### src/sv/tgf_ram.sv
module tgf_ram #(
    parameter int WIDTH = 8,
    parameter int DEPTH = 32
) (
    input  logic                     i_clk,
    input  logic                     i_we,
    input  logic [$clog2(DEPTH)-1:0] i_waddr,
    input  logic [WIDTH-1:0]         i_wdata,
    input  logic                     i_re,
    input  logic [$clog2(DEPTH)-1:0] i_raddr,
    output logic [WIDTH-1:0]         o_rdata
);

    logic [WIDTH-1:0] r_mem [DEPTH];
    logic [WIDTH-1:0] r_rdata;

    // write port
    always_ff @(posedge i_clk) begin
        if (i_we) begin
            r_mem[i_waddr] <= i_wdata;
        end
    end

    // registered read port, holds when not enabled
    always_ff @(posedge i_clk) begin
        if (i_re) begin
            r_rdata <= r_mem[i_raddr];
        end
    end

    assign o_rdata = r_rdata;

endmodule

### config.mk
export PLATFORM = sky130hd
export DESIGN_NAME = tgf_ram
export DESIGN_NICKNAME = d
export VERILOG_FILES = /design/src/sv/tgf_ram.sv
export SDC_FILE = /design/constraint.sdc
export NUM_CORES = 1
export LEC_CHECK = 0
export ABC_AREA = 1
export BUFFER_PORTS_ARGS = -buffer_cell sky130_fd_sc_hd__buf_2
export CAP_MARGIN = 20
export CORE_AREA = 2 2 194 196
export DETAILED_ROUTE_END_ITERATION = 7
export DIE_AREA = 0 0 196 198
export GPL_TIMING_DRIVEN = 0
export PLACE_DENSITY_LB_ADDON = 0.12
export SETUP_SLACK_MARGIN = 0.02
export SLEW_MARGIN = 20
export SYNTH_ARGS = -nofsm -noshare
export SYNTH_HDL_FRONTEND = slang
export SYNTH_SLANG_ARGS = --single-unit
### constraint.sdc
create_clock -name i_clk -period 1.78 [get_ports i_clk]
set_clock_uncertainty 0.1 [all_clocks]
set_input_delay 0.178 -clock i_clk [delete_from_list [all_inputs] [get_ports i_clk]]
set_output_delay 0.178 -clock i_clk [all_outputs]
set_load 0.005 [all_outputs]
Yosys cells after proc, flatten, opt, wreduce, memory -nomap -nowiden

Memories as Yosys holds them, arrays and structs flattened. A register that Yosys moved wholly into a read port is not among the register bits.
Cells that the tools add are included.

Flip-flop bits (word level): 0
Memory bits (writable): 256
Bits of input ports: 21
Output and inout bits: 8
Memories kept: 1

Memories:

| memory | words | bits a word | read ports | clocked after Yosys merged registers in | write ports | line | text |
|---|---|---|---|---|---|---|---|
| r_mem  | 32    | 8           | 1          | 1                                       | 1           | 14   | `logic [WIDTH-1:0] r_mem [DEPTH];` |

Muxes and demuxes: 2

Operator list:

| operator | count |
|---|---|
| $mux 1   | 2 |

Logic depth before layout (Yosys ltp)

Depth after elaboration: 2
Mapped depth: 11
Depth with buffers taken out: 9

Worst setup path before layout

OpenSTA, ideal clock, no wires.

Path type: input to register
Start: input i_waddr[0]
End: memory r_mem[0][0] (enable)
Setup time: 0.370 ns
Arrival: 0.842 ns
Data required time: 1.310 ns
Slack: 0.468 ns
Cell stages on the path: 3
Path buffers: 0
Cell sequence: inv_1 > nand3_1 > nor2_1

RTL lines:

| element         | line | text |
|---|---|---|
| start, declared | 7    | `input logic [$clog2(DEPTH)-1:0] i_waddr,` |
| end, declared   | 14   |  |

Straight into the memory's write port.

==> reports/qor.csv <==
metric;value;unit
outcome;completed;
power;13900;uW
layout-drive-gt1-share;11.3;%
drv_slew;0;
crit_buf_inv;3;
io_pins;29;
syn_nets;943;
whs_path_depth;3;
critical-path-max-stage-delay;0.49;ns
grt.total_usage;16.7;%
first_global_vias;6834;
setup-violations-final;0;
hold_path_class;input port to flop;
via_count;6845;
multi_input_area;0.00249;sq mm
clockBufferDepth;3;
post_drt_wl_per_cell;21.7;microns
crit_arrival;1.80;ns
antenna_found_initial;0;
synth_area_per_cell;11.8;sq um
yosysWarnings;0;
synth_seq_cells;264;
num_antenna_cells;0;
worstPathRequired;1.95;ns
drt_wl_total;32.0;mm
core-area;0.0370;sq mm
cts_tree;built;
nets;1002;
crit_cells;10;
mostFrequentLayoutCell;nand2_1;
synth_seq_area_share;73.0;%
cts_buffers;31;
synth_top_area_share;73.0;%
yosysTopAreaCell;edfxtp_1;
crit_slowest_cell;clkbuf_1;
die_area;0.0388;sq mm
critPathKind;input port to flop;
initial_utilization;29.4;%
post-route-period-util;91.6;%
portBuffers;25;
slew_headroom;31.1;%
ir_drop;0.000631;V
synth_cells;922;
final_cell_mix;nand2_1 (360), edfxtp_1 (264), nand3_1 (204), buf_2 (40), nor2_1 (32);
max_cap_viol_count;0;
path_delay_family;buffers and inverters;
syn-cell-area;0.0109;sq mm
ys_types;11;
ant_nets;0;
rsz0062_at_grt;no;
clkSinkCount;264;
insertion_delay;0.56;ns
seqCellArea;0.00793;sq mm
fill_cells;3774;
period_needed;1.63;ns
grt_max_degree;33;
worst_setup_path_start_kind;input port;
grt_pass1_wl;46.4;mm
fmax;613;MHz
drtIter0Drc;529;
cts_setup_buffers;0;
path_max_fanout;10;
rows;71;
hpwl;20.7;mm
vias_per_cell;4.63;
crit_top_cell;nand2_1;
die_y;198;microns
tightest_slew;1.03;ns
cp-end-kind;flop;
gp_congestion;0.823;
cts-root-buf;clkbuf_16;
reg2regPathDepth;8;
globalRouteOverflowTotal;0;
final_hold_viol_count;0;
dr.pass1.iters;4;
area_growth_syn_to_layout;15.4;%
path_clk_slew;0.06;ns
synthTopCellsByArea;edfxtp_1 (73%), nand2_1 (12%), nand3_1 (9.4%);
holdWs;0.0894;ns
die_x;196;microns
leakagePower;0.00459;uW
h-tree-depth;1;
path_cells;buf_2 -> inv_2 -> clkbuf_1 -> nand3_1 -> nand3_1 -> nand2_1 -> nand2_1 -> nand2_1 -> nand2_1 -> nand2_1;
remaining_drc_errors;0;
power.density;1110;mW/mm^2
[layer usage]
| layer | global-route usage (%) | wire, microns | share of wire [%] |
|---|---|---|---|
| met1 | 24.1 | 15500 | 49 |
| met4 | 4.38 | 690 | 2.2 |
| met3 | 2.30 | 1390 | 4.3 |
| met2 | 26.5 | 14400 | 45 |
| met5 | 0 | 0 | 0 |
[layout make-up]
type,instances,share of cell area [%]
plain buffers,52,3.28
clock inverters,18,1.10
well taps,474,4.73
multi-input cells,596,19.9
clock buffers,38,6.40
repair buffers,26,1.08
flip-flops and latches,264,63.2
inverters,10,0.299
[final timing paths]
check,end,start,slack (ns)
hold reg to reg,o_rdata[3],r_mem[6][3],0.82
setup / recovery,o_rdata[5],i_raddr[1],0.15
hold / removal,o_rdata[0],i_raddr[4],0.09
setup reg to reg,o_rdata[7],r_mem[29][7],0.27
[worst reg2reg max path, stage by stage, from the launching register on]
cell	delay, ns
edfxtp_1	0.36
nand2_1	0.07
nand3_1	0.12
nand3_1	0.17
nand2_1	0.10
nand2_1	0.08
nand2_1	0.05
nand2_1	0.08
nand2_1	0.11
[what timing repair did]
item | 4_1_cts | 5_1_grt
hold endpoints to repair | 8 | 0
hold buffers | 1 | 0
resized for setup | 0 | 3
endpoints found under the setup margin | 0 | 7
[logic make-up (layout without fill, tap and decap cells)]
logic type | count (synthesis) | after routing | synth area share, %
buf+inv | 62 | 144 | 4.11
flops | 264 | 264 | 73.0
simple gates | 596 | 596 | 22.9
[power breakdown]
group	internal (uW)	switching [uW]	total, uW
sequential	6940	18.1	6960
combinational	252	694	946
clock	3460	2520	5980
[state kept, by name, indices dropped and copies added, names as in the netlist]
| signal | flops |
|---|---|
| o_rdata | 8 |
| r_mem | 256 |
[cell usage after synthesis, drive strengths merged]
cell type and n:
buf 45, clkbuf 7, edfxtp 264, inv 10
nand2 360, nand3 204, nor2 32
[through the flow]
| step | instances | setup WS [ns] | TNS [ns] | util [%] | instance area [sq um] |
|---|---|---|---|---|---|
| floorplan | 922 | 0.468 | 0 | - | 10900 |
| global placement | 1421 | -0.567 | -52.29 | 31.3 | 11600 |
| detailed placement | 1421 | -0.571 | -54.50 | 31.3 | 11600 |
| CTS | 1478 | 0.0271 | 0 | 33.9 | 12500 |
| global route | 1478 | 0.0899 | 0 | 33.9 | 12500 |
| finish | 1478 | 0.150 | 0 | 33.9 | 12500 |
No activity file was read; power rests on OpenSTA's default activity.
