## src/sv/tgf_pkg.sv

```systemverilog
package tgf_pkg;

    // line sizing
    localparam int MAX_WINDOW = 16;
    localparam int LINE_DEPTH = MAX_WINDOW + 1;
    localparam int FILL_W     = $clog2(LINE_DEPTH + 1);
    localparam int MARK_IW    = $clog2(LINE_DEPTH);
    localparam int RAM_AW     = $clog2(LINE_DEPTH);
    localparam int RAM_DEPTH  = 1 << RAM_AW;

    // point fields
    localparam int LAT_W  = 28;
    localparam int LNG_W  = 29;
    localparam int SEC_W  = 32;
    localparam int PT_W   = LAT_W + LNG_W + SEC_W;
    localparam int DATA_W = ((PT_W + 7) / 8) * 8;

    // distance arithmetic
    localparam int COORD_W = 30;
    localparam int MAG_W   = 30;
    localparam int PROD_W  = 2 * MAG_W;
    localparam int DIST_W  = PROD_W + 1;

    // configuration
    localparam int DECIM_W = 16;
    localparam int WCNT_W  = 5;
    localparam int RAD_W   = 29;
    localparam int CFG_IW  = 2;
    localparam int CFG_DW  = 29;

    localparam logic [DECIM_W-1:0] DECIM_MAX     = '1;
    localparam logic [WCNT_W-1:0]  WCNT_RESET    = WCNT_W'(10);
    localparam logic [RAD_W-1:0]   RADIUS_RESET  = RAD_W'(40);

    typedef enum logic [CFG_IW-1:0] {
        CFG_DECIM_PERIOD  = 2'd0,
        CFG_WINDOW_COUNT  = 2'd1,
        CFG_WINDOW_RADIUS = 2'd2
    } t_cfg_index;

    typedef enum logic [1:0] {
        V_KEEP_DECIM   = 2'd0,
        V_KEEP_WINDOW  = 2'd1,
        V_DROP_MARKED  = 2'd2,
        V_DROP_DECIM   = 2'd3
    } t_verdict;

    // operands for the shared squared-distance unit
    typedef struct packed {
        logic signed [COORD_W-1:0] a;
        logic signed [COORD_W-1:0] b;
    } t_mul_req;

endpackage

```

## src/sv/tgf_mul.sv

```systemverilog
module tgf_mul import tgf_pkg::*; (
    input  logic              i_clk,
    input  t_mul_req          i_req,
    output logic [PROD_W-1:0] o_prod
);

    logic signed [COORD_W:0] diff;
    logic signed [COORD_W:0] diff_abs;
    logic [MAG_W-1:0]        mag;
    logic [PROD_W-1:0]       r_prod;

    // absolute difference of the two operands
    always_comb begin
        diff     = {i_req.a[COORD_W-1], i_req.a} - {i_req.b[COORD_W-1], i_req.b};
        diff_abs = diff[COORD_W] ? -diff : diff;
        mag      = diff_abs[MAG_W-1:0];
    end

    // squared magnitude, registered
    always_ff @(posedge i_clk) begin
        r_prod <= mag * mag;
    end

    assign o_prod = r_prod;

endmodule

```

## config.mk

```make
export PLATFORM = sky130hd
export DESIGN_NAME = tgf_mul
export DESIGN_NICKNAME = d
export VERILOG_FILES = /design/src/sv/tgf_pkg.sv /design/src/sv/tgf_mul.sv
export SDC_FILE = /design/constraint.sdc
export NUM_CORES = 2
export LEC_CHECK = 0
export ABC_AREA = 1
export ABC_CLOCK_PERIOD_IN_PS = 9600
export BUFFER_PORTS_ARGS = -buffer_cell sky130_fd_sc_hd__buf_2
export CORE_MARGIN = 1.5
export CORE_UTILIZATION = 30
export DETAILED_ROUTE_END_ITERATION = 10
export SETUP_SLACK_MARGIN = 0.2
export SLEW_MARGIN = 20
export SYNTH_ARGS = -nofsm -noshare
export SYNTH_HDL_FRONTEND = slang
export SYNTH_SLANG_ARGS = --single-unit
```

## constraint.sdc

```tcl
create_clock -name i_clk -period 9.6 [get_ports i_clk]
set_input_delay 0.48 -clock i_clk [delete_from_list [all_inputs] [get_ports i_clk]]
set_output_delay 0.48 -clock i_clk [all_outputs]
set_load 0.02 [all_outputs]
```

## After elaboration in Yosys (flattened, before gate mapping)

Index checks and enable logic that the tools add are counted.

- Register bits after elaboration: 60
- Input port bits: 61
- Output and inout bits: 60
- Logic and storage cells: 5

- $add $sub $neg: 2
- Multipliers: 1
- Muxes and demuxes: 1

Operator list:

| cell | number |
|---|---|
| multiplier 30 x 30 -> 60 bit | 1 |
| subtractor 30 x 30 -> 31 bit | 1 |
| 2-to-1 mux 30 bit | 1 |
| negator 30 bit | 1 |

## Logic depth before layout (Yosys ltp)

- Word-level depth: 4
- Depth in mapped cells: 50
- Gate-level depth less buffers: 49

## Worst setup path after synthesis

Ideal clock, no wire load.

- Kind: input port to flip-flop
- From: in i_req[30] in the netlist's numbering
- To: reg r_prod[57], in the netlist o_prod[57]
- Setup time: 0.072 ns
- Arrival time: 8.865 ns
- Required time: 9.528 ns
- Setup slack: 0.663 ns
- Cell stages on the path: 45
- Path buffers: 1
- Cell sequence: inv_1 ha_1 inv_1 fa_1 inv_1 ha_1 inv_1 nor2_1 nand3_1 nor2_1 nand2_1 nor2_2 nand3_2 nor2_2 nand2_1 nand2_2 o21ai_1 or2_0 [9 not listed] fa_1 fa_1 fa_1 inv_1 fa_1 inv_1 ha_1 nand2_1 nor2_1 inv_1 nor4_1 nand3_1 nand3_1 nand2_1 o211ai_1 a21oi_1 o21ai_0 xor2_1

- Longest elaborated chain between the ends: 4

RTL lines:

| item | line | source |
|---|---|---|
| start, declared | tgf_mul.sv:3 | `input t_mul_req i_req,` |
| subtractor 30 x 30 -> 31 bit (*) | tgf_mul.sv:14 | `diff = {i_req.a[COORD_W-1], i_req.a} - {i_req.b[COORD_W-1], i_req.b};` |
| negator 30 bit | tgf_mul.sv:15 | `diff_abs = diff[COORD_W] ? -diff : diff;` |
| 2-to-1 mux 30 bit (*) | tgf_mul.sv:15 |  |
| multiplier 30 x 30 -> 60 bit (*) | tgf_mul.sv:21 | `r_prod <= mag * mag;` |
| end signal, assigned | tgf_mul.sv:21 |  |
| end, declared | tgf_mul.sv:10 | `logic [PROD_W-1:0] r_prod;` |

Mark *: on every way between the ends. The rest lies on a longest branch, timed or not.

## Worst setup path after layout

- From: in i_req[30] in the netlist's numbering
- To: reg r_prod[54], in the netlist o_prod[54]

The elaborated chain is that of the path after synthesis.

==> key figures <==
Place
  • Port Buf Inserts: 119
  • Pre-CTS setup slack: -0.151 ns
  • Post-DP Area: 0.0347 mm2
  • Routability Congestion: 0.907
  • DP Wirelength: 77900 um

Global route
  • Vias in the first global route: 27400
  • First-pass GRT wire length: 142000 um
  • GR Overflow Total: 0
  • Initial antenna violation count: 1
  • Gr usage total: 0.178
  • Largest net degree at the start of global routing: 24

Yosys
  • Ys flop type: dfxtp_1
  • Seq/Total Area, Yosys: 0.0394
  • Total number of yosys warnings: 0
  • EDFF count, synth: 0
  • Mapped Cells: 3705
  • Synth top area share: 0.467
  • Synthesized area: 0.0300 mm2
  • Dominant cell type by area after synthesis: fa_1
  • Synth Register Bits: 59
  • Synth area leaders: fa_1, inv_1, ha_1
  • Post-synth cell types: 52
  • Average size of a mapped cell: 8.09 um2
  • Top-count cell post-synth: inv_1
  • Asr flop ratio synth: 0
  • Syn Nets: 4744
  • Synth top cells by count: inv_1, fa_1, nand2_1

Setup path
  • Critical Path Sink Type: register
  • Crit start category: primary input
  • CP arrival: 9.28 ns
  • Crit Path Class: in -> reg
  • Largest stage delay on the critical path: 0.59 ns
  • Critical Path Slowest Stage Cell: fa_2
  • Worst path required time: 9.86 ns
  • Crit path max fanout: 7

Worst hold path
  • HP Class: in -> reg

STA
  • Worst hold margin: 1.12 ns
  • Post-layout min period: 9.03 ns
  • Final setup violation count: 0
  • Max Clk Rate: 111 MHz
  • Slew margin rel.: 0.603
  • Setup ws final: 0.573 ns
  • TNS Setup: 0 ns
  • Tightest Pin Transition: 0.592 ns
  • Final count of pins violating max slew: 0
  • Fin crit share: 0.940
  • Count of final hold-check violations: 0
  • Unrepaired setup endpoints after global routing: yes

Clock network
  • Clock Tree Buf Depth: 2
  • Clk root buf: clkbuf_16
  • CTS sink cnt: 59
  • TritonCTS clock tree: built
  • CTS Buf Count: 9
  • Clock slew at reported path FFs: 0.05 ns
  • Hold-fix buffers, CTS: 0
  • H-tree Lvls: 3

Drt
  • Top sig layer: met5
  • Metal1 wirelength: 34500 um
  • Initial drt markers: 1259
  • Detailed-route via count: 24600
  • Post-route ant nets: 0
  • Drt drc: 0
  • Wirelength per Cell: 16.0 um
  • Metal2 WL: 45700 um
  • WL met3: 4150 um
  • DRT Pass-1 Iters: 5
  • DRT Wirelength: 87400 um
  • DR vias/cell: 4.52

Finish
  • Max reg flops: 59
  • Final instance area: 0.0365 mm2
  • # fillers: 10300
  • Share of layout cells above drive strength 1: 0.200
  • N_diodes: 0
  • Fin nets: 5194
  • Layout area overhead: 21.8%

Run status
  • Status: complete, no violations

Floorplanning
  • Die Ht: 319 um
  • IO Count: 121
  • Core ar.: 0.0987 mm2
  • Initial core utilization: 0.304
  • Die ar.: 0.102 mm2
  • Die W: 319 um
  • Num rows: 115

Flow run
  • Max-capacitance violation count: 0
[timing repair]
| action | CTS | global route |
|---|---|---|
| setup buffers | 0 | 28 |
| cloned | 0 | 2 |
| pin swaps | 0 | 99 |
| gates resized for setup | 1 | 325 |
| endpoints found under the setup margin | 2 | 34 |
[path summary, 6_finish.rpt]
path / from / to / slack, ns / depth (start not counted)
setup / recovery: i_req[30] / o_prod[54] / 0.57 / 41
hold / removal: i_req[0] / o_prod[3] / 1.12 / 5
[through the flow]
| stage | util | cells |
|---|---|---|
| 2_1_floorplan | - | 3705 |
| 3_3_place_gp | 0.352 | 5401 |
| 3_5_place_dp | 0.352 | 5401 |
| 4_1_cts | 0.355 | 5417 |
| 5_1_grt | 0.370 | 5447 |
| 6_report | 0.370 | 5447 |
[placed cells by master (no fill, tap or decap), drive strengths merged, types with 4 or more instances in the layout]
cell,netlist,final
o21bai,4,4
nor3,16,16
nor2,425,425
nor4,6,6
fa,699,699
clkinvlp,0,6
clkinv,7,7
ha,279,279
nand3b,5,5
o211ai,5,5
nand2,595,595
inv,1144,1142
buf,57,506
xnor2,24,24
o21a,11,11
xor2,51,51
a31oi,18,18
o21ai,56,56
dfxtp,59,59
a21oi,103,103
clkbuf,12,12
nand3,89,89
a21o,5,5
or2,5,5
nand4,18,18
[layer usage]
metal	vias to the layer above	global-route usage
li1	11500	-
met1	12300	0.210
met2	602	0.334
met3	166	0.0196
met4	2	0.0545
met5	-	0
[logic make-up (layout without fill, tap and decap cells)]
family | after synthesis | count (layout) | synth area share
buf+inv | 1220 | 1675 | 0.157
compound gates | 211 | 211 | 0.0405
other cells | 1 | 1 | 0.000125
simple gates | 1161 | 1161 | 0.157
fa+ha+maj | 978 | 978 | 0.583
xor+xnor | 75 | 75 | 0.0227
flops | 59 | 59 | 0.0394
[cell type report]
| class | count | area (um2) | share of cell area |
|---|---|---|---|
| Clock inverter | 6 | 88.8 | 0.00243 |
| Sequential cell | 59 | 1180 | 0.0324 |
| Inverter | 1151 | 4360 | 0.120 |
| Timing Repair Buffer | 508 | 3890 | 0.107 |
| Tap cell | 1287 | 1610 | 0.0441 |
| Clock buffer | 10 | 239 | 0.00655 |
| Multi-Input combinational cell | 2426 | 25100 | 0.688 |
[critical path: cells and delay by family]
| kind | cells | cell delay (ns) |
|---|---|---|
| buf+inv | 13 | 1.28 |
| compound gates | 4 | 0.87 |
| fa+ha+maj | 12 | 5.05 |
| simple gates | 10 | 1.16 |
| xor+xnor | 2 | 0.40 |
Power is left out: the tool's default activity adds up to more than one toggle a clock period on the data nets, which glitch-free logic cannot reach.
